--- src/salts_pkg.sv ---
// Package for the set-associative LRU tag store: MESI codes, request modes, FSM states
// and the request and result words. Depends on nothing; the controller, datapath, top level and testbench import it.
package salts_pkg;

  localparam int unsigned TAG_OUT_W = 36;

  typedef enum logic [1:0] {
    MODE_PROBE = 2'd0,
    MODE_READ  = 2'd1,
    MODE_FILL  = 2'd2,
    MODE_WRITE = 2'd3
  } mode_t;

  typedef enum logic [1:0] {
    MESI_M = 2'd0,
    MESI_E = 2'd1,
    MESI_S = 2'd2,
    MESI_I = 2'd3
  } mesi_t;

  typedef enum logic [2:0] {
    ST_CLEAR,
    ST_IDLE,
    ST_LOOK,
    ST_UPD,
    ST_OUT
  } state_t;

  // Controller to datapath.
  typedef struct packed {
    logic capture;
    logic look;
    logic update;
    logic clear;
  } ctl_cmd_t;

  // Request word, fields in channel order.
  typedef struct packed {
    mode_t       mode;
    logic [47:0] address;
    mesi_t       fill_state;
  } req_t;

  // Result word, fields in channel order.
  typedef struct packed {
    logic                 success;
    mesi_t                line_state;
    logic                 evicted;
    logic [TAG_OUT_W-1:0] evicted_tag;
    logic                 evicted_dirty;
  } rsp_t;

endpackage

--- src/salts_ctrl.sv ---
// Controller FSM of the tag store: sequences clearing, capture, lookup, update and output.
// Depends on salts_pkg.
module salts_ctrl (
  input  logic                clk,
  input  logic                rst_n,
  input  logic                in_valid,
  output logic                in_ready,
  output logic                out_valid,
  input  logic                out_ready,
  input  logic                clr_done,
  output salts_pkg::ctl_cmd_t cmd
);
  import salts_pkg::*;

  state_t state_r, state_nxt;

  always_ff @(posedge clk) begin
    if (!rst_n) begin
      state_r <= ST_CLEAR;
    end else begin
      state_r <= state_nxt;
    end
  end

  always_comb begin
    state_nxt   = state_r;
    in_ready    = 1'b0;
    out_valid   = 1'b0;
    cmd         = '0;
    case (state_r)
      ST_CLEAR: begin
        cmd.clear = 1'b1;
        if (clr_done) begin
          state_nxt = ST_IDLE;
        end
      end
      ST_IDLE: begin
        in_ready = 1'b1;
        if (in_valid) begin
          cmd.capture = 1'b1;
          state_nxt   = ST_LOOK;
        end
      end
      ST_LOOK: begin
        cmd.look  = 1'b1;
        state_nxt = ST_UPD;
      end
      ST_UPD: begin
        cmd.update = 1'b1;
        state_nxt  = ST_OUT;
      end
      ST_OUT: begin
        out_valid = 1'b1;
        if (out_ready) begin
          state_nxt = ST_IDLE;
        end
      end
      default: state_nxt = ST_CLEAR;
    endcase
  end
endmodule

--- config.mk ---
export PLATFORM = sky130hd
export DESIGN_NAME = salts_ctrl
export DESIGN_NICKNAME = d
export VERILOG_FILES = /design/src/salts_pkg.sv /design/src/salts_ctrl.sv
export SDC_FILE = /design/constraint.sdc
export NUM_CORES = 1
export LEC_CHECK = 0
export BUFFER_PORTS_ARGS = -buffer_cell sky130_fd_sc_hd__buf_2
export CELL_PAD_IN_SITES_DETAIL_PLACEMENT = 1
export CELL_PAD_IN_SITES_GLOBAL_PLACEMENT = 2
export CORE_AREA = 10 10 47 49
export CTS_CLUSTER_DIAMETER = 40
export CTS_CLUSTER_SIZE = 10
export DETAILED_ROUTE_END_ITERATION = 10
export DIE_AREA = 0 0 57 59
export PLACE_DENSITY_LB_ADDON = 0.1
export SYNTH_ARGS = -nofsm -noshare
export SYNTH_HDL_FRONTEND = slang
export SYNTH_SLANG_ARGS = --single-unit
--- constraint.sdc ---
create_clock -name clk -period 1.4 [get_ports clk]
set_input_delay 0.28 -clock clk [delete_from_list [all_inputs] [get_ports clk]]
set_output_delay 0.28 -clock clk [all_outputs]
set_load 0.02 [all_outputs]
# Word level (Yosys, flattened, before mapping)
# Cells that the tools add are included.
[op_classes] eq_ne=7 muxes=11 reduce_logical=2
[ops] operator="case mux 3 bit (5 select lines)" count=1
[ops] operator="2-to-1 mux 3 bit" count=3
[ops] operator="2-to-1 mux 1 bit" count=7
[ops] operator="== test 3 x 2 -> 1 bit (second input constant)" count=2
[ops] operator="!= test 2 bit (second input constant)" count=3
[ops] operator="== test 3 x 1 -> 1 bit (second input constant)" count=1
[ops] operator="== test 3 bit (second input constant)" count=1
[ops] operator="zero test 3 bit" count=1
[ops] operator="AND reduction 3 bit" count=1
[totals] ff_bits=3 output_inout_bits=6 inputBits=5 wordCells=21

# Depth between registers and ports, before layout
# Gate-level depths: netlist (run 1).
[depth] word_depth=3 depth_mapped=4 ltp_nobuf=3

# Least setup slack after synthesis (run 1)
# No wires, ideal clock.
[synth_timing] path_type="reg2out" start="register state_r[1]" end="output cmd[2] in the netlist's numbering" stages_incl_launch_ff=3 path_buffers=1 arrival_ns=1.046 setup_slack_ns=0.074 required_time_ns=1.120 path_cell_list="dfxtp_1 > buf_2 > nor3b_1"
[synth_lines] element="start, declared" line_no="salts_ctrl.sv:15" source="state_t state_r, state_nxt;"
[synth_lines] element="start signal, assigned" line_no="salts_ctrl.sv:21" source="state_r <= state_nxt;"
[synth_lines] element="end, declared" line_no="salts_ctrl.sv:11" source="output salts_pkg::ctl_cmd_t cmd"

# Final worst setup path (run 1)
[layout_timing] start="register state_r[1]" end="output in_ready"
[layout_via] elab_chain_len=2
[layout_rtl] element="== test 3 x 1 -> 1 bit" line_no="salts_ctrl.sv:30" source="case (state_r)"
[layout_rtl] element="2-to-1 mux 1 bit" line_no="salts_ctrl.sv:30"
[layout_rtl] element="end, declared" line_no="salts_ctrl.sv:7" source="output logic in_ready,"
# Every way passes these cells.

==> flow_summary.yaml, run 1 <==
status:
  status: "complete, no violations"
die:
  chipHeight_microns: 59
  die_w_microns: 57
  start_util: 0.170
  design.die.area_sq_mm: 0.00336
  num_io_pins: 11
  core_sq_mm: 0.00140
  num_rows: 14
yosys:
  synth-seq-cells: 3
  synth.avg_cell_area_sq_um: 8.20
  seq_area_frac_synth: 0.253
  synth_nets: 34
  synth_area_sq_um: 238
  synth_cell_type_count: 19
  yosys_warnings: 0
  syn_inst: 29
power_and_ir_drop:
  power_density_mw_per_mm2: 1190
  max-vdd-ir-drop_mv: 0.493
  p_leak_uw: 0.000155
cts:
  cts_sinks: 3
  worstSkewPairLatency_ns: 0.23
  cts_buffers: 3
  cts_tree: "yes"
  clkSlewWorstSetupHoldPaths_ns: 0.04
  htreeDepth: 1
  cts_root_buffer: "clkbuf_4"
  cts_buffer_depth: 2
  post-cts-setup-buffers: 0
critical_path:
  arrival_ns: 1.04
  critPathRequiredTime_ns: 1.12
  path_class: "flop to primary output"
  cp_max_fo: 12
  end_kind: "primary output"
  start_kind: "flop"
finish:
  diodes: 0
  largestRegisters: "state_r (3)"
  layout_commonest_cell: "buf_2"
  fin_nets: 47
  largest_reg_flops: 3
  largest-register: "state_r"
  layout.filler_cells: 176
  mostFrequentLayoutCells: "buf_2 (9), nor3_1 (3), clkbuf_4 (3), dfxtp_4 (3)"
  drive_gt1_frac: 0.537
  syn2layout_area_growth_pct: 47.4
global_routing:
  grt_pass1_vias: 292
  track_usage: 0.0462
  grt-ovfl-total: 0
  grt_pass1_wl_microns: 1240
  grt_max_degree: 14
  antenna_found_initial: 0
sta:
  fmax_mhz: 758
  min_period_ns: 1.32
  hold_violations: 0
  whs_ns: 0.301
  setup_tns_ns: 0
  finClkSkew_ns: 0.000147
  setup_viol: 0
  finalCritPeriodShare: 0.942
  worstMarginPinSlew_ns: 0.294
  rsz0062_at_grt: "false"
  slew_headroom: 0.801
  slew_violations: 0
detailed_routing:
  wl_per_cell_microns: 12.6
  drtIter0Drc: 0
  drtAntennaViolNets: 0
  first_pass_iters: 1
  routed_via_density: 4.33
  drc: 0
  num_vias: 247
  drt-total-wl_microns: 719
run:
  maxCapViolCount: 0
place:
  dp_hpwl_microns: 553
  port_buffers: 10
  place.gp.congestion: 0.702
hold_path:
  hold_path.class: "input pin to flop"
critical path: stages (launching register included):
cell     delay, ns
dfxtp_4       0.38
nor2_1        0.14
and2_1        0.13
buf_2         0.16
per-stage QoR:
stage          instances  power, uW  setup WS, ns   util  area [sq um]
2_1_floorplan         29        220        0.0744      -           238
3_3_place_gp          53        260         0.112  0.210           294
3_5_place_dp          53        259         0.128  0.210           294
4_1_cts               57        417        0.0208  0.231           324
5_1_grt               57        449       0.00648  0.250           350
6_report              57        418        0.0813  0.250           350
report_power, final:
part           leakage, uW  total (uW)  switching [uW]  internal (uW)
Sequential       0.0000267         133            33.5           99.6
Clock            0.0000150         149            42.3            107
Combinational     0.000114         136            69.7           66.3
Total             0.000155         418             145            273
cell usage after synthesis, drive strengths merged:
cell | n | area [sq um]
and3b | 1 | 8.76
o311a | 1 | 10.0
nand3 | 1 | 5.00
nor2b | 2 | 12.5
and2 | 1 | 6.26
nor4 | 1 | 6.26
o31a | 1 | 8.76
dfxtp | 3 | 60.1
nor4b | 1 | 8.76
nor3 | 4 | 20.0
nand2b | 1 | 6.26
nor3b | 4 | 35.0
nor2 | 2 | 7.51
nand2 | 2 | 10.0
buf | 3 | 21.3
mux2 | 1 | 11.3
path summary, 6_finish.rpt:
path	to	cells after the start	slack, ns	from
worst min register to register	state_r[1]	2	0.61	state_r[2]
worst min-delay path	state_r[0]	2	0.30	rst_n
worst max register to register	state_r[2]	3	0.32	state_r[2]
worst max-delay path	in_ready	3	0.08	state_r[1]
final cells by class:
cell class | instances | area, sq um | area share
Clock buffer | 4 | 26.3 | 0.0750
Timing Repair Buffer | 11 | 60.1 | 0.171
Sequential cell | 3 | 71.3 | 0.204
Tap cell | 16 | 20.0 | 0.0571
Multi-Input combinational cell | 23 | 173 | 0.493
kinds of logic (layout without fill, tap and decap cells):
logic type	count (synthesis)	count (layout)	share of synthesized area
DFF	3	3	0.253
and+or+nand+nor	20	20	0.532
buffers and inverters	3	15	0.0895
muxes	1	1	0.0474
AOI/OAI and AO/OA	2	2	0.0790
metal layers:
layer,up-vias,global-route usage,routed length [microns]
li1,128,-,-
met1,110,0.0497,344
met2,9,0.0667,316
met3,0,0.0215,58
met4,0,0.0403,0
met5,-,0,0
what timing repair did:
item,4_1_cts,5_1_grt
hold buffers,0,0
setup endpoints to repair,5,4
gates resized for setup,3,7
Note: power is estimated with default switching activity, not from simulation.
==> inputs of run 2 (changes only) <==
Clock period 1.4 ns to 1.1 ns, I/O delays scaled along.
==> run 2 against run 1 <==
The flow now finishes with violations (negative setup slack). Sequential share of layout area is 7.3 points lower. Register-to-register slack worse by 0.34 ns. Via count is 28% higher. Cell area is 56% higher. Global-route usage is 1.6 points higher. Cell count is 23% higher. Largest power group is now combinational cells. Highest routed layer is now met4. Flip-flop and latch count stayed put. Combinational power grew to 2.5 times the previous value. Critical endpoint is now cmd[2].
==> flow_summary.yaml, run 2 (same netlist as run 1, synthesis figures left out) <==
status:
  status: "finished with violations"
  violations: "negative setup slack"
place:
  place_area_sq_um: 374
  dp_worst_setup_slack_ns: -0.182
  place.gp.congestion: 0.642
  dp_hpwl_microns: 688
  port_buffers: 10
cts:
  worstSkewPairLatency_ns: 0.24
  clkSlewWorstSetupHoldPaths_ns: 0.04
  htreeDepth: 1
  cts_root_buffer: "clkbuf_4"
  cts_tree: "yes"
  cts_buffer_depth: 2
  cts_sinks: 3
  cts_buffers: 3
sta:
  worstMarginPinSlew_ns: 0.258
  whs_ns: 0.222
  hold_violations: 0
  setup_viol: 7
  final.setup.worst_slack_ns: -0.169
  finalCritPeriodShare: 1.15
  slew_headroom: 0.827
  slew_violations: 0
  min_period_ns: 1.27
  fmax_mhz: 788
  finClkSkew_ns: 0.00153
  rsz0062_at_grt: "true"
global_routing:
  grt_pass1_wl_microns: 1680
  track_usage: 0.0623
  grt_max_degree: 9
  antenna_found_initial: 0
  grt_pass1_vias: 352
  met3_usage: 0.0279
  grt_busiest_layer: "met2"
  grt_util_met1: 0.0631
  grt.met2_usage: 0.102
  grt-ovfl-total: 0
finish:
  largest_reg_flops: 3
  fin_nets: 60
  mostFrequentLayoutCells: "buf_4 (12), buf_6 (8), buf_2 (4)"
  largestRegisters: "state_r (3)"
  largest-register: "state_r"
  syn2layout_area_growth_pct: 129
  finalInstanceArea_sq_um: 546
  drive_gt1_frac: 0.759
  diodes: 0
  layout_commonest_cell: "buf_4"
  fin_util: 0.389
critical_path:
  max_stage_delay_ns: 0.36
  cp_cell_sequence: "buf_6, nor3b_2, buf_4"
  end_kind: "primary output"
  cp_max_fo: 6
  arrival_ns: 1.05
  slowest_stage: "dfxtp_4"
  start_kind: "flop"
  critPathRequiredTime_ns: 0.88
  path_class: "flop to primary output"
  r2r_cells: 4
hold_path:
  hold_depth: 2
  hold_path.class: "input pin to flop"
detailed_routing:
  drtAntennaViolNets: 0
  routed_via_density: 4.53
  num_vias: 317
  drtIter0Drc: 2
  drc: 0
  first_pass_iters: 2
  drt-total-wl_microns: 993
  wl_per_cell_microns: 14.2
die:
  num_rows: 14
  num_io_pins: 11
  core_sq_mm: 0.00140
  die_w_microns: 57
  start_util: 0.170
  chipHeight_microns: 59
  design.die.area_sq_mm: 0.00336
power_and_ir_drop:
  total_power_uw: 718
  max-vdd-ir-drop_mv: 0.531
  power_density_mw_per_mm2: 1320
  p_leak_uw: 0.000251
run:
  maxCapViolCount: 0
## run 2: path summary, 6_finish.rpt
check	start	to	slack, ns
hold reg to reg	state_r[2]	state_r[1]	0.61
setup / recovery	state_r[2]	cmd[2]	-0.17
setup reg to reg	state_r[0]	state_r[1]	-0.02
hold / removal	rst_n	state_r[0]	0.22
## run 2: what timing repair did
| item | CTS | global route |
|---|---|---|
| hold endpoints to repair | 0 | 0 |
| hold buffers | 0 | 0 |
| resized for setup | 20 | 8 |
| setup buffers | 5 | 0 |
| pin swaps | 6 | 4 |
| endpoints found under the setup margin | 9 | 9 |
## run 2: per-stage QoR
step	setup TNS, ns	cells
6_report	-0.816	70
5_1_grt	-1.21	70
4_1_cts	-0.868	70
3_5_place_dp	-1.00	61
3_3_place_gp	-0.504	61
2_1_floorplan	-0.00867	29
## run 2: cell type report
cell class                 instances  area (sq um)
timing repair buffer              24           200
clock buffer                       4          26.3
multi-input combinational         23           228
fill                             161           856
sequential                         3          71.3
tap                               16          20.0
## run 2: metal layers
layer	vias to the layer above	share of wire
li1	157	-
met1	147	0.42
met2	11	0.48
met3	2	0.080
met4	0	0.019
met5	-	0
## run 2: worst max-delay path: cells and delay by family (launching register included)
family / cells / cell delay [ns]
flip-flops: 1 / 0.36
buffers and inverters: 2 / 0.28
AND/OR/NAND/NOR: 1 / 0.16
## run 2: report_power, final
group          switching, uW  internal (uW)  total (uW)
combinational            146            198         345
clock                   74.1            137         211
sequential              35.6            126         162
total                    256            462         718
==> inputs of run 3 (changes only) <==
Settings changed: RECOVER_POWER set to 100, SETUP_SLACK_MARGIN set to 0.02.
==> run 3 against run 2 <==
The flow still finishes with violations (negative setup slack). Register-to-register slack is essentially flat. Via count is the same. Setup slack gained 0.0047 ns. Clock skew grew 0.0041 ns. Wire length grew 1.2%. Sequential power is essentially flat. Die area is the same. Cell area grew 1.4%. Critical path type unchanged.
==> flow_summary.yaml, run 3 (same netlist as run 1, synthesis figures left out) <==
global_routing:
  grt_pass1_wl_microns: 1680
  grt-ovfl-total: 0
  grt_util_met1: 0.0631
  grt_busiest_layer: "met2"
  grt_pass1_vias: 352
  grt.met2_usage: 0.102
  met3_usage: 0.0279
  grt_max_degree: 9
  track_usage: 0.0623
  antenna_found_initial: 0
detailed_routing:
  drtAntennaViolNets: 0
  drt-total-wl_microns: 1010
  drtIter0Drc: 2
  wl_per_cell_microns: 14.4
  first_pass_iters: 2
  num_vias: 317
  drc: 0
  routed_via_density: 4.53
sta:
  slew_violations: 0
  min_period_ns: 1.26
  finClkSkew_ns: 0.00567
  hold_violations: 0
  final.setup.worst_slack_ns: -0.164
  fmax_mhz: 791
  rsz0062_at_grt: "true"
  setup_tns_ns: -0.816
  worstMarginPinSlew_ns: 0.208
  slew_headroom: 0.860
  setup_viol: 8
  finalCritPeriodShare: 1.15
status:
  status: "finished with violations"
  violations: "negative setup slack"
finish:
  layout_commonest_cell: "buf_4"
  syn2layout_area_growth_pct: 133
  multi_input_area_sq_um: 235
  largest_reg_flops: 3
  largestRegisters: "state_r (3)"
  layout.filler_cells: 162
  drive_gt1_frac: 0.796
  final_cell_count_no_fill: 70
  fin_nets: 60
  mostFrequentLayoutCells: "buf_4 (12), buf_6 (8), buf_2 (4)"
  diodes: 0
  largest-register: "state_r"
  register_area_sq_um: 71.3
die:
  die_w_microns: 57
  num_rows: 14
  start_util: 0.170
  num_io_pins: 11
  design.die.area_sq_mm: 0.00336
  chipHeight_microns: 59
  core_sq_mm: 0.00140
critical_path:
  slowest_stage: "dfxtp_4"
  r2r_cells: 3
  critPathRequiredTime_ns: 0.88
  r2r-start: "state_r[1]"
  arrival_ns: 1.04
  max_stage_delay_ns: 0.40
  cp_cell_sequence: "nand2_4, nor3_4, buf_6"
  r2r_slack_ns: -0.02
  cp_top_family: "flip-flops"
  end_kind: "primary output"
  start_kind: "flop"
  path_class: "flop to primary output"
  critPathBufInv: 1
  r2r-end: "state_r[1]"
  cp_max_fo: 8
place:
  place_inst: 61
  port_buffers: 10
  place.gp.congestion: 0.642
  dp_hpwl_microns: 688
hold_path:
  min_to: "state_r[0]"
  hp-start: "rst_n"
  hold_path.class: "input pin to flop"
  hold_depth: 2
cts:
  cts_root_buffer: "clkbuf_4"
  cts_sinks: 3
  ctsHoldBuffers: 0
  worstSkewPairLatency_ns: 0.24
  clkSlewWorstSetupHoldPaths_ns: 0.04
  cts_tree: "yes"
  htreeDepth: 1
  cts_buffer_depth: 2
  cts_buffers: 3
run:
  maxCapViolCount: 0
power_and_ir_drop:
  power_density_mw_per_mm2: 1310
  max-vdd-ir-drop_mv: 0.517
  p_leak_uw: 0.000253
-- run 3: cell counts in the layout (fill, tap and decap cells not counted) --
No cell type changed its count.
-- run 3: worst max path at each step --
stage | end | cells past startpoint | from | slack (ns)
2_1_floorplan | cmd[2] | 2 | state_r[1] | -0.009
3_3_place_gp | state_r[2] | 3 | state_r[0] | -0.1
3_5_place_dp | state_r[2] | 3 | state_r[0] | -0.18
4_1_cts | cmd[3] | 3 | state_r[0] | -0.19
5_1_grt | cmd[2] | 3 | state_r[2] | -0.21
6_report | cmd[3] | 3 | state_r[0] | -0.16
-- run 3: area by class of cell --
type / count / area share
clock buffers: 4 / 0.0475
flip-flops and latches: 3 / 0.129
multi-input cells: 23 / 0.425
well taps: 16 / 0.0362
repair buffers: 24 / 0.362
-- run 3: power by group --
group / total, uW / leakage (uW) / switching (uW) / internal [uW]
registers: 162 / 0.0000267 / 36.0 / 126
logic: 350 / 0.000212 / 149 / 201
clock network: 212 / 0.0000150 / 75.0 / 137
-- run 3: stage by stage --
step	util	instance area (sq um)	power [uW]	setup WS, ns	hold WS, ns
after detailed placement	0.267	374	395	-0.182	0.466
final	0.395	553	725	-0.164	0.223
after CTS	0.359	503	681	-0.185	0.225
after floorplan	-	258	293	-0.00867	0.348
after global routing	0.395	553	768	-0.205	0.231
after global placement	0.267	374	386	-0.0988	0.475
-- run 3: routing by layer --
metal  up-vias  routed length, microns
met4         0                      19
met1       147                     424
li1        157                       -
met2        11                     483
met3         2                      78
met5         -                       0
-- run 3: timing repair --
item                       CTS  global route
setup endpoints to repair    9             9
buffers inserted             5             1
gates resized for setup     21            10
pin swaps                    6             4
